===== config.mk =====
export PLATFORM = sky130hd
export DESIGN_NAME = hid_axis_normalizer_unit_flat
export DESIGN_NICKNAME = d
export VERILOG_FILES = /design/src/design/han_pkg.sv /design/src/design/han_if.sv /design/src/design/han_front.sv /design/src/design/han_queue.sv /design/src/design/han_back.sv /design/src/design/hid_axis_normalizer_unit.sv /design/src/flat_wrapper.sv
export SDC_FILE = /design/constraint.sdc
export NUM_CORES = 2
export LEC_CHECK = 0
export BUFFER_PORTS_ARGS = -buffer_cell sky130_fd_sc_hd__buf_2
export CAP_MARGIN = 0
export CELL_PAD_IN_SITES_DETAIL_PLACEMENT = 1
export CELL_PAD_IN_SITES_GLOBAL_PLACEMENT = 2
export CORE_UTILIZATION = 48
export CTS_CLUSTER_SIZE = 24
export DETAILED_ROUTE_END_ITERATION = 10
export HOLD_SLACK_MARGIN = 0.12
export PLACE_DENSITY_LB_ADDON = 0.2
export SYNTH_ARGS = -nofsm -noshare
export SYNTH_HDL_FRONTEND = slang
export SYNTH_HIERARCHICAL = 1
export SYNTH_SLANG_ARGS = --single-unit

===== constraint.sdc =====
create_clock -name clock -period 112.9 [get_ports clock]
set_input_delay 16.935 -clock clock [delete_from_list [all_inputs] [get_ports clock]]
set_output_delay 16.935 -clock clock [all_outputs]
set_load 0.005 [all_outputs]

===== src/design/han_pkg.sv =====
`default_nettype none
// ----------------------------------------------------------------------------
// han_pkg: shared types, codes and tables of the HID axis normalizer
// Field widths, operation and register codes, the queue item and the
// hat-to-D-pad lookup functions.
// ----------------------------------------------------------------------------
package han_pkg;

   localparam int OP_W      = 2;
   localparam int RAW_W     = 32;
   localparam int AXIS_W    = 16;
   localparam int DPAD_W    = 4;
   localparam int CFG_W     = 32;
   localparam int FB_W      = 6;
   localparam int CSR_IDX_W = 2;
   localparam int NUM_W     = 36;

   localparam int DEFAULT_FRAC_BITS   = 15;
   localparam int DEFAULT_QUEUE_DEPTH = 4;

   localparam logic [OP_W-1:0] OP_STICK   = 2'd0;
   localparam logic [OP_W-1:0] OP_TRIGGER = 2'd1;
   localparam logic [OP_W-1:0] OP_HAT     = 2'd2;

   localparam logic [CSR_IDX_W-1:0] CSR_LOGICAL_MIN = 2'd0;
   localparam logic [CSR_IDX_W-1:0] CSR_LOGICAL_MAX = 2'd1;
   localparam logic [CSR_IDX_W-1:0] CSR_FIELD_BITS  = 2'd2;

   localparam logic signed [CFG_W-1:0] RESET_LOGICAL_MIN = 32'sd0;
   localparam logic signed [CFG_W-1:0] RESET_LOGICAL_MAX = 32'sd65535;
   localparam logic [FB_W-1:0]         RESET_FIELD_BITS  = 6'd16;

   // Span used when the field size is zero or not below 32.
   localparam logic [RAW_W-1:0] FALLBACK_MAX = 32'h0000_FFFF;

   localparam logic [DPAD_W-1:0] DP_UP    = 4'b0001;
   localparam logic [DPAD_W-1:0] DP_RIGHT = 4'b0010;
   localparam logic [DPAD_W-1:0] DP_DOWN  = 4'b0100;
   localparam logic [DPAD_W-1:0] DP_LEFT  = 4'b1000;

   // One classified item on its way from the front end to the divider.
   typedef struct packed {
      logic               use_div;
      logic               sat_one;
      logic               neg;
      logic [RAW_W-1:0]   mag;
      logic [RAW_W-1:0]   den;
      logic [DPAD_W-1:0]  dpad;
   } han_item_type;

   function automatic logic [DPAD_W-1:0] hat8_bits(input logic [2:0] dir);
      logic [DPAD_W-1:0] bits;
      case (dir)
         3'd0: bits = DP_UP;
         3'd1: bits = DP_UP | DP_RIGHT;
         3'd2: bits = DP_RIGHT;
         3'd3: bits = DP_DOWN | DP_RIGHT;
         3'd4: bits = DP_DOWN;
         3'd5: bits = DP_DOWN | DP_LEFT;
         3'd6: bits = DP_LEFT;
         default: bits = DP_UP | DP_LEFT;
      endcase
      return bits;
   endfunction

   function automatic logic [DPAD_W-1:0] hat4_bits(input logic [1:0] dir);
      logic [DPAD_W-1:0] bits;
      case (dir)
         2'd0: bits = DP_UP;
         2'd1: bits = DP_RIGHT;
         2'd2: bits = DP_DOWN;
         default: bits = DP_LEFT;
      endcase
      return bits;
   endfunction

endpackage
`default_nettype wire


===== src/design/han_if.sv =====
`default_nettype none
// ----------------------------------------------------------------------------
// han_if: channel interfaces of the HID axis normalizer
// Request, response and register-write channels, each with valid/ready.
// ----------------------------------------------------------------------------
interface han_req_if import han_pkg::*; ();
   logic              valid;
   logic              ready;
   logic [OP_W-1:0]   operation;
   logic [RAW_W-1:0]  raw_value;
   logic              negate;

   modport source (output valid, operation, raw_value, negate, input ready);
   modport sink (input valid, operation, raw_value, negate, output ready);
endinterface

interface han_rsp_if import han_pkg::*; ();
   logic                      valid;
   logic                      ready;
   logic signed [AXIS_W-1:0]  axis_value;
   logic [DPAD_W-1:0]         dpad_bits;

   modport source (output valid, axis_value, dpad_bits, input ready);
   modport sink (input valid, axis_value, dpad_bits, output ready);
endinterface

interface han_csr_if import han_pkg::*; ();
   logic                  valid;
   logic                  ready;
   logic [CSR_IDX_W-1:0]  index;
   logic [CFG_W-1:0]      data;

   modport source (output valid, index, data, input ready);
   modport sink (input valid, index, data, output ready);
endinterface
`default_nettype wire


===== src/design/han_front.sv =====
`default_nettype none
// ----------------------------------------------------------------------------
// han_front: register file and item classifier
// Holds the range registers and values derived from them, computes the
// numerator and denominator of each item, decides saturation and hat bits,
// and pushes a classified item into the queue.
// ----------------------------------------------------------------------------
module han_front import han_pkg::*; (
   input  logic          clock,
   input  logic          reset,
   han_req_if.sink       req_chan,
   han_csr_if.sink       csr_chan,
   output logic          push,
   output han_item_type  push_item,
   input  logic          queue_full
);

   logic signed [CFG_W-1:0] lo_ff, hi_ff;
   logic [FB_W-1:0]         fb_ff;
   logic                    settle_ff;

   logic                    range_ok_ff, sext_en_ff, hat8_ff, hat4_ff;
   logic signed [CFG_W:0]   sum_ff;
   logic [RAW_W-1:0]        span_ff, m_ff, ext_mask_ff, sign_sel_ff;

   logic                    range_ok_in, sext_en_in, hat8_in, hat4_in, fb_ok;
   logic signed [CFG_W:0]   sum_in, span_full;
   logic [RAW_W-1:0]        m_in, ext_mask_in, sign_sel_in;
   logic [FB_W-1:0]         fb_less;

   logic                    csr_write, req_accept;

   logic                    f1_valid_ff;
   logic signed [NUM_W-1:0] f1_num_ff;
   logic [RAW_W-1:0]        f1_den_ff;
   logic [OP_W-1:0]         f1_op_ff;
   logic                    f1_negate_ff;
   logic [DPAD_W-1:0]       f1_dpad_ff;

   logic [RAW_W-1:0]        raw, v_bits;
   logic signed [RAW_W-1:0] raw_s;
   logic signed [RAW_W:0]   x;
   logic signed [NUM_W-1:0] shifted, k_term, num_in;
   logic [RAW_W-1:0]        den_in;
   logic                    is_stick, dbl, in_range;
   logic [2:0]              dir;
   logic [DPAD_W-1:0]       dpad_in;

   logic signed [NUM_W-1:0] den_s, den_neg, num_abs;
   logic                    st, tr, ge, le, nonpos, neg_raw;

   assign csr_chan.ready = 1'b1;
   assign csr_write      = csr_chan.valid;

   always_ff @(posedge clock) begin
      if (reset) begin
         lo_ff     <= RESET_LOGICAL_MIN;
         hi_ff     <= RESET_LOGICAL_MAX;
         fb_ff     <= RESET_FIELD_BITS;
         settle_ff <= 1'b1;
      end else begin
         settle_ff <= csr_write;
         if (csr_write) begin
            case (csr_chan.index)
               CSR_LOGICAL_MIN: lo_ff <= csr_chan.data;
               CSR_LOGICAL_MAX: hi_ff <= csr_chan.data;
               CSR_FIELD_BITS:  fb_ff <= csr_chan.data[FB_W-1:0];
               default: ;
            endcase
         end
      end
   end

   // Values that depend on the registers alone; they are registered in the cycle
   // after a write, and requests are held off until they settle.
   always_comb begin
      fb_ok       = (fb_ff != '0) && (fb_ff < FB_W'(32));
      fb_less     = fb_ff - FB_W'(1);
      range_ok_in = lo_ff < hi_ff;
      sum_in      = {lo_ff[CFG_W-1], lo_ff} + {hi_ff[CFG_W-1], hi_ff};
      span_full   = {hi_ff[CFG_W-1], hi_ff} - {lo_ff[CFG_W-1], lo_ff};
      hat8_in     = span_full == 33'sd7;
      hat4_in     = span_full == 33'sd3;
      m_in        = fb_ok ? ~({RAW_W{1'b1}} << fb_ff[4:0]) : FALLBACK_MAX;
      ext_mask_in = {RAW_W{1'b1}} << fb_ff[4:0];
      sign_sel_in = {{(RAW_W-1){1'b0}}, 1'b1} << fb_less[4:0];
      sext_en_in  = lo_ff[CFG_W-1] && fb_ok;
   end

   always_ff @(posedge clock) begin
      range_ok_ff <= range_ok_in;
      sext_en_ff  <= sext_en_in;
      hat8_ff     <= hat8_in;
      hat4_ff     <= hat4_in;
      sum_ff      <= sum_in;
      span_ff     <= span_full[RAW_W-1:0];
      m_ff        <= m_in;
      ext_mask_ff <= ext_mask_in;
      sign_sel_ff <= sign_sel_in;
   end

   assign req_chan.ready = !settle_ff && (!f1_valid_ff || !queue_full);
   assign req_accept     = req_chan.valid && req_chan.ready;

   // Numerator and denominator of the ratio, and the hat lookup.
   always_comb begin
      raw      = req_chan.raw_value;
      raw_s    = req_chan.raw_value;
      is_stick = req_chan.operation == OP_STICK;
      v_bits   = (sext_en_ff && ((raw & sign_sel_ff) != '0)) ? (raw | ext_mask_ff) : raw;
      x        = range_ok_ff ? {v_bits[RAW_W-1], v_bits} : {1'b0, raw};
      dbl      = !range_ok_ff || is_stick;
      shifted  = dbl ? {{2{x[RAW_W]}}, x, 1'b0} : {{3{x[RAW_W]}}, x};
      if (!range_ok_ff) begin
         k_term = {4'b0000, m_ff};
      end else if (is_stick) begin
         k_term = {{3{sum_ff[CFG_W]}}, sum_ff};
      end else begin
         k_term = {{4{lo_ff[CFG_W-1]}}, lo_ff};
      end
      num_in   = shifted - k_term;
      den_in   = range_ok_ff ? span_ff : m_ff;

      in_range = (raw_s >= lo_ff) && (raw_s <= hi_ff);
      dir      = raw[2:0] - lo_ff[2:0];
      dpad_in  = '0;
      if ((req_chan.operation == OP_HAT) && in_range) begin
         if (hat8_ff) begin
            dpad_in = hat8_bits(dir);
         end else if (hat4_ff) begin
            dpad_in = hat4_bits(dir[1:0]);
         end
      end
   end

   always_ff @(posedge clock) begin
      if (reset) begin
         f1_valid_ff <= 1'b0;
      end else if (req_accept) begin
         f1_valid_ff <= 1'b1;
      end else if (push) begin
         f1_valid_ff <= 1'b0;
      end
   end

   always_ff @(posedge clock) begin
      if (req_accept) begin
         f1_num_ff    <= num_in;
         f1_den_ff    <= den_in;
         f1_op_ff     <= req_chan.operation;
         f1_negate_ff <= req_chan.negate;
         f1_dpad_ff   <= dpad_in;
      end
   end

   // Saturation decisions: only ratios strictly inside the range use the
   // divider result.
   always_comb begin
      st      = f1_op_ff == OP_STICK;
      tr      = f1_op_ff == OP_TRIGGER;
      den_s   = {4'b0000, f1_den_ff};
      den_neg = -den_s;
      ge      = f1_num_ff >= den_s;
      le      = f1_num_ff <= den_neg;
      nonpos  = f1_num_ff <= 36'sd0;
      num_abs = f1_num_ff[NUM_W-1] ? -f1_num_ff : f1_num_ff;
      neg_raw = le ? 1'b1 : (ge ? 1'b0 : f1_num_ff[NUM_W-1]);

      push_item.sat_one = (st || tr) && (ge || (st && le));
      push_item.use_div = (st && !ge && !le) || (tr && !ge && !nonpos);
      push_item.neg     = st && (neg_raw ^ f1_negate_ff);
      push_item.mag     = num_abs[RAW_W-1:0];
      push_item.den     = f1_den_ff;
      push_item.dpad    = f1_dpad_ff;
   end

   assign push = f1_valid_ff && !queue_full;

   a_stage_holds: assert property (@(posedge clock) disable iff (reset)
      f1_valid_ff && queue_full |=> f1_valid_ff && $stable(f1_num_ff))
      else $error("front stage dropped an item while the queue was full");

   a_no_accept_settling: assert property (@(posedge clock) disable iff (reset)
      csr_write |=> !req_accept)
      else $error("request taken before derived range values settled");

endmodule
`default_nettype wire


===== src/design/han_queue.sv =====
`default_nettype none
// ----------------------------------------------------------------------------
// han_queue: short FIFO between classifier and divider
// Holds classified items so that either side can stall on its own.
// ----------------------------------------------------------------------------
module han_queue import han_pkg::*; #(
   parameter int DEPTH = DEFAULT_QUEUE_DEPTH
) (
   input  logic          clock,
   input  logic          reset,
   input  logic          push,
   input  han_item_type  push_item,
   output logic          full,
   input  logic          pop,
   output logic          not_empty,
   output han_item_type  pop_item
);

   localparam int PTR_W = $clog2(DEPTH);
   localparam int CNT_W = $clog2(DEPTH + 1);

   han_item_type       entries_ff [DEPTH];
   logic [PTR_W-1:0]   wr_ptr_ff, rd_ptr_ff, wr_ptr_in, rd_ptr_in;
   logic [CNT_W-1:0]   count_ff, count_in;
   logic               do_push, do_pop;

   assign full      = count_ff == CNT_W'(DEPTH);
   assign not_empty = count_ff != '0;
   assign pop_item  = entries_ff[rd_ptr_ff];
   assign do_push   = push && !full;
   assign do_pop    = pop && not_empty;

   always_comb begin
      wr_ptr_in = wr_ptr_ff;
      rd_ptr_in = rd_ptr_ff;
      count_in  = count_ff;
      if (do_push) begin
         wr_ptr_in = (wr_ptr_ff == PTR_W'(DEPTH - 1)) ? '0 : wr_ptr_ff + PTR_W'(1);
      end
      if (do_pop) begin
         rd_ptr_in = (rd_ptr_ff == PTR_W'(DEPTH - 1)) ? '0 : rd_ptr_ff + PTR_W'(1);
      end
      if (do_push && !do_pop) begin
         count_in = count_ff + CNT_W'(1);
      end else if (do_pop && !do_push) begin
         count_in = count_ff - CNT_W'(1);
      end
   end

   always_ff @(posedge clock) begin
      if (reset) begin
         wr_ptr_ff <= '0;
         rd_ptr_ff <= '0;
         count_ff  <= '0;
      end else begin
         wr_ptr_ff <= wr_ptr_in;
         rd_ptr_ff <= rd_ptr_in;
         count_ff  <= count_in;
      end
   end

   always_ff @(posedge clock) begin
      if (do_push) begin
         entries_ff[wr_ptr_ff] <= push_item;
      end
   end

   a_no_overflow: assert property (@(posedge clock) disable iff (reset)
      !(push && full))
      else $error("item pushed into a full queue");

   a_no_underflow: assert property (@(posedge clock) disable iff (reset)
      !(pop && !not_empty))
      else $error("item popped from an empty queue");

   a_count_bound: assert property (@(posedge clock) disable iff (reset)
      count_ff <= CNT_W'(DEPTH))
      else $error("queue count beyond its depth");

endmodule
`default_nettype wire


===== src/design/han_back.sv =====
`default_nettype none
// ----------------------------------------------------------------------------
// han_back: pipelined divider and result register
// One restoring step per stage gives floor(a * 2^F / den); a final compare
// turns it into floor(a * (2^F - 1) / den), then sign and saturation apply.
// ----------------------------------------------------------------------------
module han_back import han_pkg::*; #(
   parameter int FRAC_BITS = DEFAULT_FRAC_BITS
) (
   input  logic          clock,
   input  logic          reset,
   input  logic          item_valid,
   input  han_item_type  item,
   output logic          pop,
   han_rsp_if.source     rsp_chan
);

   localparam int LAST  = FRAC_BITS - 1;
   localparam int RES_W = (FRAC_BITS + 1 > AXIS_W) ? FRAC_BITS + 1 : AXIS_W;
   localparam logic [FRAC_BITS-1:0] ONE_CODE = '1;

   logic                  adv;
   logic                  valid_ff [FRAC_BITS];
   han_item_type          item_ff  [FRAC_BITS];
   logic [RAW_W-1:0]      rem_ff   [FRAC_BITS];
   logic [FRAC_BITS-1:0]  q_ff     [FRAC_BITS];

   logic                  valid_src [FRAC_BITS];
   han_item_type          item_src  [FRAC_BITS];
   logic [RAW_W-1:0]      rem_src   [FRAC_BITS];
   logic [FRAC_BITS-1:0]  q_src     [FRAC_BITS];
   logic [RAW_W:0]        dbl_rem   [FRAC_BITS];
   logic                  take      [FRAC_BITS];
   logic [RAW_W:0]        diff      [FRAC_BITS];
   logic [RAW_W-1:0]      rem_in    [FRAC_BITS];
   logic [FRAC_BITS-1:0]  q_in      [FRAC_BITS];

   logic                  rsp_valid_ff;
   logic [AXIS_W-1:0]     axis_ff, axis_in;
   logic [DPAD_W-1:0]     dpad_ff;

   logic                  corr;
   logic [FRAC_BITS-1:0]  q_fix, mag_sel;
   logic [RES_W-1:0]      mag_ext, res;

   // The whole pipeline moves together whenever the result register is free.
   assign adv = !rsp_valid_ff || rsp_chan.ready;
   assign pop = adv && item_valid;

   for (genvar s = 0; s < FRAC_BITS; s++) begin : g_stage
      if (s == 0) begin : g_head
         assign valid_src[s] = item_valid;
         assign item_src[s]  = item;
         assign rem_src[s]   = item.mag;
         assign q_src[s]     = '0;
      end else begin : g_body
         assign valid_src[s] = valid_ff[s-1];
         assign item_src[s]  = item_ff[s-1];
         assign rem_src[s]   = rem_ff[s-1];
         assign q_src[s]     = q_ff[s-1];
      end

      always_comb begin
         dbl_rem[s] = {rem_src[s], 1'b0};
         diff[s]    = dbl_rem[s] - {1'b0, item_src[s].den};
         take[s]    = dbl_rem[s] >= {1'b0, item_src[s].den};
         rem_in[s]  = take[s] ? diff[s][RAW_W-1:0] : dbl_rem[s][RAW_W-1:0];
         q_in[s]    = {q_src[s][FRAC_BITS-2:0], take[s]};
      end

      always_ff @(posedge clock) begin
         if (reset) begin
            valid_ff[s] <= 1'b0;
         end else if (adv) begin
            valid_ff[s] <= valid_src[s];
         end
      end

      always_ff @(posedge clock) begin
         if (adv) begin
            item_ff[s] <= item_src[s];
            rem_ff[s]  <= rem_in[s];
            q_ff[s]    <= q_in[s];
         end
      end
   end

   always_comb begin
      corr    = rem_ff[LAST] < item_ff[LAST].mag;
      q_fix   = q_ff[LAST] - FRAC_BITS'(corr);
      if (item_ff[LAST].use_div) begin
         mag_sel = q_fix;
      end else if (item_ff[LAST].sat_one) begin
         mag_sel = ONE_CODE;
      end else begin
         mag_sel = '0;
      end
      mag_ext = RES_W'(mag_sel);
      res     = item_ff[LAST].neg ? -mag_ext : mag_ext;
      axis_in = res[AXIS_W-1:0];
   end

   always_ff @(posedge clock) begin
      if (reset) begin
         rsp_valid_ff <= 1'b0;
      end else if (adv) begin
         rsp_valid_ff <= valid_ff[LAST];
      end
   end

   always_ff @(posedge clock) begin
      if (adv) begin
         axis_ff <= axis_in;
         dpad_ff <= item_ff[LAST].dpad;
      end
   end

   assign rsp_chan.valid      = rsp_valid_ff;
   assign rsp_chan.axis_value = axis_ff;
   assign rsp_chan.dpad_bits  = dpad_ff;

   a_corr_nonzero: assert property (@(posedge clock) disable iff (reset)
      valid_ff[LAST] && item_ff[LAST].use_div && corr |-> q_ff[LAST] != '0)
      else $error("quotient correction would underflow");

   a_hold_on_stall: assert property (@(posedge clock) disable iff (reset)
      !adv && valid_ff[LAST] |=> $stable(valid_ff[LAST]) && $stable(q_ff[LAST]))
      else $error("divider advanced while the result register was blocked");

endmodule
`default_nettype wire


===== src/design/hid_axis_normalizer_unit.sv =====
`default_nettype none
// ----------------------------------------------------------------------------
// hid_axis_normalizer_unit: HID logical-range axis normalizer
// Maps raw HID field values to Q0.FRAC_BITS stick or trigger values, or to
// D-pad bits for hat switches, from programmable logical min/max and size.
//
//   Channel    Dir   Payload                          Handshake
//   req_chan   in    operation, raw_value, negate      valid/ready
//   rsp_chan   out   axis_value, dpad_bits             valid/ready
//   csr_chan   in    index, data                       valid/ready (always ready)
//
// One item per cycle sustained while the response side is ready; an item
// passes through the classifier register, the queue, the FRAC_BITS-stage
// restoring divider and the result register.
// Reset is synchronous; requests are held off in the cycle after reset and
// after each register write while derived range values settle.
// A stalled response freezes the divider; the queue then keeps accepting
// items until it is full.
// ----------------------------------------------------------------------------
module hid_axis_normalizer_unit import han_pkg::*; #(
   parameter int FRAC_BITS   = DEFAULT_FRAC_BITS,
   parameter int QUEUE_DEPTH = DEFAULT_QUEUE_DEPTH
) (
   input  logic      clock,
   input  logic      reset,
   han_req_if.sink   req_chan,
   han_rsp_if.source rsp_chan,
   han_csr_if.sink   csr_chan
);

   logic          push, queue_full, pop, queue_not_empty;
   han_item_type  push_item, pop_item;

   han_front u_front (
      .clock      (clock),
      .reset      (reset),
      .req_chan   (req_chan),
      .csr_chan   (csr_chan),
      .push       (push),
      .push_item  (push_item),
      .queue_full (queue_full)
   );

   han_queue #(
      .DEPTH (QUEUE_DEPTH)
   ) u_queue (
      .clock     (clock),
      .reset     (reset),
      .push      (push),
      .push_item (push_item),
      .full      (queue_full),
      .pop       (pop),
      .not_empty (queue_not_empty),
      .pop_item  (pop_item)
   );

   han_back #(
      .FRAC_BITS (FRAC_BITS)
   ) u_back (
      .clock      (clock),
      .reset      (reset),
      .item_valid (queue_not_empty),
      .item       (pop_item),
      .pop        (pop),
      .rsp_chan   (rsp_chan)
   );

endmodule
`default_nettype wire

===== src/flat_wrapper.sv =====
// flat-port wrapper written by rule: the top's interface ports become plain ports
module hid_axis_normalizer_unit_flat import han_pkg::*;
#(
   parameter int FRAC_BITS   = DEFAULT_FRAC_BITS,
   parameter int QUEUE_DEPTH = DEFAULT_QUEUE_DEPTH
)
  (clock, reset, req_chan_valid, req_chan_operation, req_chan_raw_value, req_chan_negate, req_chan_ready, rsp_chan_valid, rsp_chan_axis_value, rsp_chan_dpad_bits, rsp_chan_ready, csr_chan_valid, csr_chan_index, csr_chan_data, csr_chan_ready);
  han_req_if req_chan_i ();
  han_rsp_if rsp_chan_i ();
  han_csr_if csr_chan_i ();
  input  logic clock;
  input  logic reset;
  input wire logic [$bits(req_chan_i.valid)-1:0] req_chan_valid;
  input wire logic [$bits(req_chan_i.operation)-1:0] req_chan_operation;
  input wire logic [$bits(req_chan_i.raw_value)-1:0] req_chan_raw_value;
  input wire logic [$bits(req_chan_i.negate)-1:0] req_chan_negate;
  output wire logic [$bits(req_chan_i.ready)-1:0] req_chan_ready;
  output wire logic [$bits(rsp_chan_i.valid)-1:0] rsp_chan_valid;
  output wire logic [$bits(rsp_chan_i.axis_value)-1:0] rsp_chan_axis_value;
  output wire logic [$bits(rsp_chan_i.dpad_bits)-1:0] rsp_chan_dpad_bits;
  input wire logic [$bits(rsp_chan_i.ready)-1:0] rsp_chan_ready;
  input wire logic [$bits(csr_chan_i.valid)-1:0] csr_chan_valid;
  input wire logic [$bits(csr_chan_i.index)-1:0] csr_chan_index;
  input wire logic [$bits(csr_chan_i.data)-1:0] csr_chan_data;
  output wire logic [$bits(csr_chan_i.ready)-1:0] csr_chan_ready;
  assign req_chan_i.valid = req_chan_valid;
  assign req_chan_i.operation = req_chan_operation;
  assign req_chan_i.raw_value = req_chan_raw_value;
  assign req_chan_i.negate = req_chan_negate;
  assign req_chan_ready = req_chan_i.ready;
  assign rsp_chan_valid = rsp_chan_i.valid;
  assign rsp_chan_axis_value = rsp_chan_i.axis_value;
  assign rsp_chan_dpad_bits = rsp_chan_i.dpad_bits;
  assign rsp_chan_i.ready = rsp_chan_ready;
  assign csr_chan_i.valid = csr_chan_valid;
  assign csr_chan_i.index = csr_chan_index;
  assign csr_chan_i.data = csr_chan_data;
  assign csr_chan_ready = csr_chan_i.ready;
  hid_axis_normalizer_unit #(.FRAC_BITS(FRAC_BITS), .QUEUE_DEPTH(QUEUE_DEPTH)) u_core (.clock(clock), .reset(reset), .req_chan(req_chan_i), .rsp_chan(rsp_chan_i), .csr_chan(csr_chan_i));
endmodule

==> results.toml <==
[placement]
hpwlAfterDp_mm = 236.2
place_ws_ns = 90.39
gp_congestion = 0.9513
port_buffers = 95

[detailed_routing]
first_pass_iters = 5
routed_wl_mm = 310.3
ant_nets = 0
post_drt_wl_per_cell_um = 24.17
viasPerCell = 5.682
vias = 72930
drtIter0Drc = 4543
drc = 0

[global_route]
antenna_found_initial = 12
grt_usage = 0.2599
grt_max_degree = 195
grt_pass1_wl_mm = 469.2
grt_overflow = 0
grt_pass1_vias = 76260

[cells_and_area]
finalNetCount = 10340
fillers = 24020
drive_gt1_frac = 0.09124
utilization = 0.5358
regArea_sq_um = 65760
multiInputGateArea_sq_um = 43360
area_growth_pct = 10.53

[setup_path]
endpoint_kind = "flip-flop"
start_kind = "primary input"
crit_required_ns = 113.51
path_max_fanout = 6
crit_type = "primary input to flip-flop"
arrival_ns = 22.48

[sta]
fin_crit_sh = 0.1937
drv_slew = 0
final_hold_viol_count = 0
fmax_mhz = 45.72
relSlewSlack = 0.2047
setup_ws_ns = 91.03
worst_slew_pin_slew_ns = 1.184
setup_viol = 0
period_needed_ns = 21.87
tns_ns = 0
grt_setup_unrepaired = "no"
fin_skew_ns = 0.06290

[clocking]
cts_buffers = 238
ctsResizeCount = 0
clk_latency_ns = 0.88
clock_sink_count = 2271
cts_tree = "yes"
clk_pin_slew_ns = 0.06
htree_levels = 4
cts_root_buf = "clkbuf_16"
hold_buffers = 0
cts_max_path_buffers = 3
postCtsSetupRepairBufs = 0

[die]
rows = 177
start_util = 0.4848
core-area_sq_um = 233400
fp.dieW_um = 487.5
ios = 97
die_h_um = 487.5
die_area_sq_um = 237700

[logic_synthesis]
synth_top_family_by_area = "compound AO/OA/AOI/OAI gates"
synth.top_cell.area_share = 0.5379
syn_area_per_cell_sq_um = 12.10
synth_common_cells = "edfxtp_1, inv_1, ha_1"
yosysTopAreaCell = "edfxtp_1"
synth_most_common_cell = "edfxtp_1"
synthDistinctLibCells = 109
ys_seq_elements = 2271
synthFlopType = "edfxtp_1"
synth_xor_area_frac = 0.04451
yosysSeqAreaShare = 0.5811
ys_async_sr_fraction = 0
yosys.area_share.adder = 0.08691
synth_edf_count = 2027
synth_compound_area_frac = 0.1262
synth_area_sq_um = 113200
synthSimpleGateAreaFrac = 0.08891
synthMuxAreaShare = 0.03536
synthesis.nets = 10200
synthCells = 9353
yosysWarnings = 6
synth_area_leaders = "edfxtp_1, ha_1, dfxtp_1"

[job]
maxCapViolCount = 0

[pwr]
power_density_nw_per_um2 = 31.16
p_leak_nw = 49.99
irDropWorstVdd_mv = 0.01566

[outcome]
status = "finished, final reports clean"

[min_path]
hold_class = "flip-flop to flip-flop"
==> layout by cell type, fill, tap and decap left out, types with 104 or more instances in the layout <==
cell / n
dfxtp_1: 241
nor3_1: 109
ha_1: 754
clkbuf_16: 240
nand2_1: 665
edfxtp_1: 2027
xnor2_1: 380
o21ai_0: 493
nand2b_1: 110
mux2_2: 172
inv_1: 797
nand3_1: 104
a21o_1: 325
xor2_1: 195
nand4_1: 115
nor2_1: 607
nor2b_1: 113
a21oi_1: 723
==> power by group <==
part,switching (mW),internal (mW),total (mW)
Combinational,0.964,0.690,1.65
Sequential,0.165,1.28,1.44
Clock,0.340,0.462,0.801
Total,1.47,2.43,3.90
==> stage by stage <==
stage / hold slack, ns / total power, mW / instance area, sq um / std cells
global route: 0.4150 / 4.141 / 125100 / 12840
CTS: 0.3976 / 3.922 / 125100 / 12830
floorplan: 0.4003 / 2.594 / 113200 / 9353
detailed placement: 0.4051 / 3.097 / 117000 / 12380
global placement: 0.4007 / 3.042 / 117000 / 12380
finish: 0.4119 / 3.897 / 125100 / 12840
==> worst max-delay path, stage by stage <==
cell and delay, ns:
buf_2 0.17, a22o_1 0.25, a221oi_1 0.31, nand4_1 0.16, o31a_1 0.36, and3_1 0.22, o21ai_0 0.33, ha_1 0.27
inv_1 0.07, fa_1 0.49, a211oi_1 0.37, o21ai_0 0.18, a31oi_1 0.36, o22ai_1 0.27, a31o_2 0.37, o41ai_1 0.46
o311ai_0 0.29, o21ai_0 0.32, nand2b_1 0.11, xor2_1 0.15
==> layer usage <==
| metal | share of wire | GRT usage |
|---|---|---|
| met3 | 0.031 | 0.02844 |
| met5 | 0 | 0 |
| met1 | 0.43 | 0.3252 |
| met2 | 0.50 | 0.4597 |
| met4 | 0.041 | 0.09933 |
==> path summary, 6_finish.rpt <==
| check | slack, ns | startpoint | endpoint | cells past startpoint |
|---|---|---|---|---|
| max reg2reg | 106.75 | u_core/u_front/f1_den_ff[5] | u_core/u_queue/entries_ff[2][68] | 19 |
| max | 91.03 | req_chan_raw_value[7] | u_core/u_front/f1_num_ff[32] | 20 |
| min | 0.41 | u_core/u_back/item_ff[12][63] | u_core/u_back/item_ff[13][63] | 0 |
| min reg2reg | 0.41 | u_core/u_back/item_ff[12][63] | u_core/u_back/item_ff[13][63] | 0 |
==> cells by family after synthesis <==
group / after synthesis
other cells: 1
buf+inv: 1054
mux: 288
flops: 2271
simple gates: 2133
compound gates: 2257
xor+xnor: 575
fa+ha+maj: 774
==> layout make-up <==
| class | instances | share of cell area |
|---|---|---|
| flip-flops and latches | 2271 | 0.5258 |
| multi-input cells | 6028 | 0.3467 |
| clock buffers | 287 | 0.05007 |
| well taps | 3132 | 0.03133 |
| inverters | 800 | 0.02411 |
| clock inverters | 161 | 0.01422 |
| repair buffers | 153 | 0.007684 |
| diodes | 3 | 0.00006003 |
==> flip-flops by register name, indices dropped and copies added (netlist names), 31 cells and up, named ones only <==
name and flops:
u_core/u_queue/entries_ff 284, u_core/u_front/m_ff 31, u_core/u_front/lo_ff 32, u_core/u_front/sum_ff 32, u_core/u_front/span_ff 32, u_core/u_back/rem_ff 480
u_core/u_front/sign_sel_ff 32, u_core/u_front/hi_ff 32, u_core/u_back/q_ff 120, u_core/u_front/f1_num_ff 36, u_core/u_front/ext_mask_ff 31, u_core/u_back/item_ff 1033
u_core/u_front/f1_den_ff 32
(Power assumes the default switching activity.)
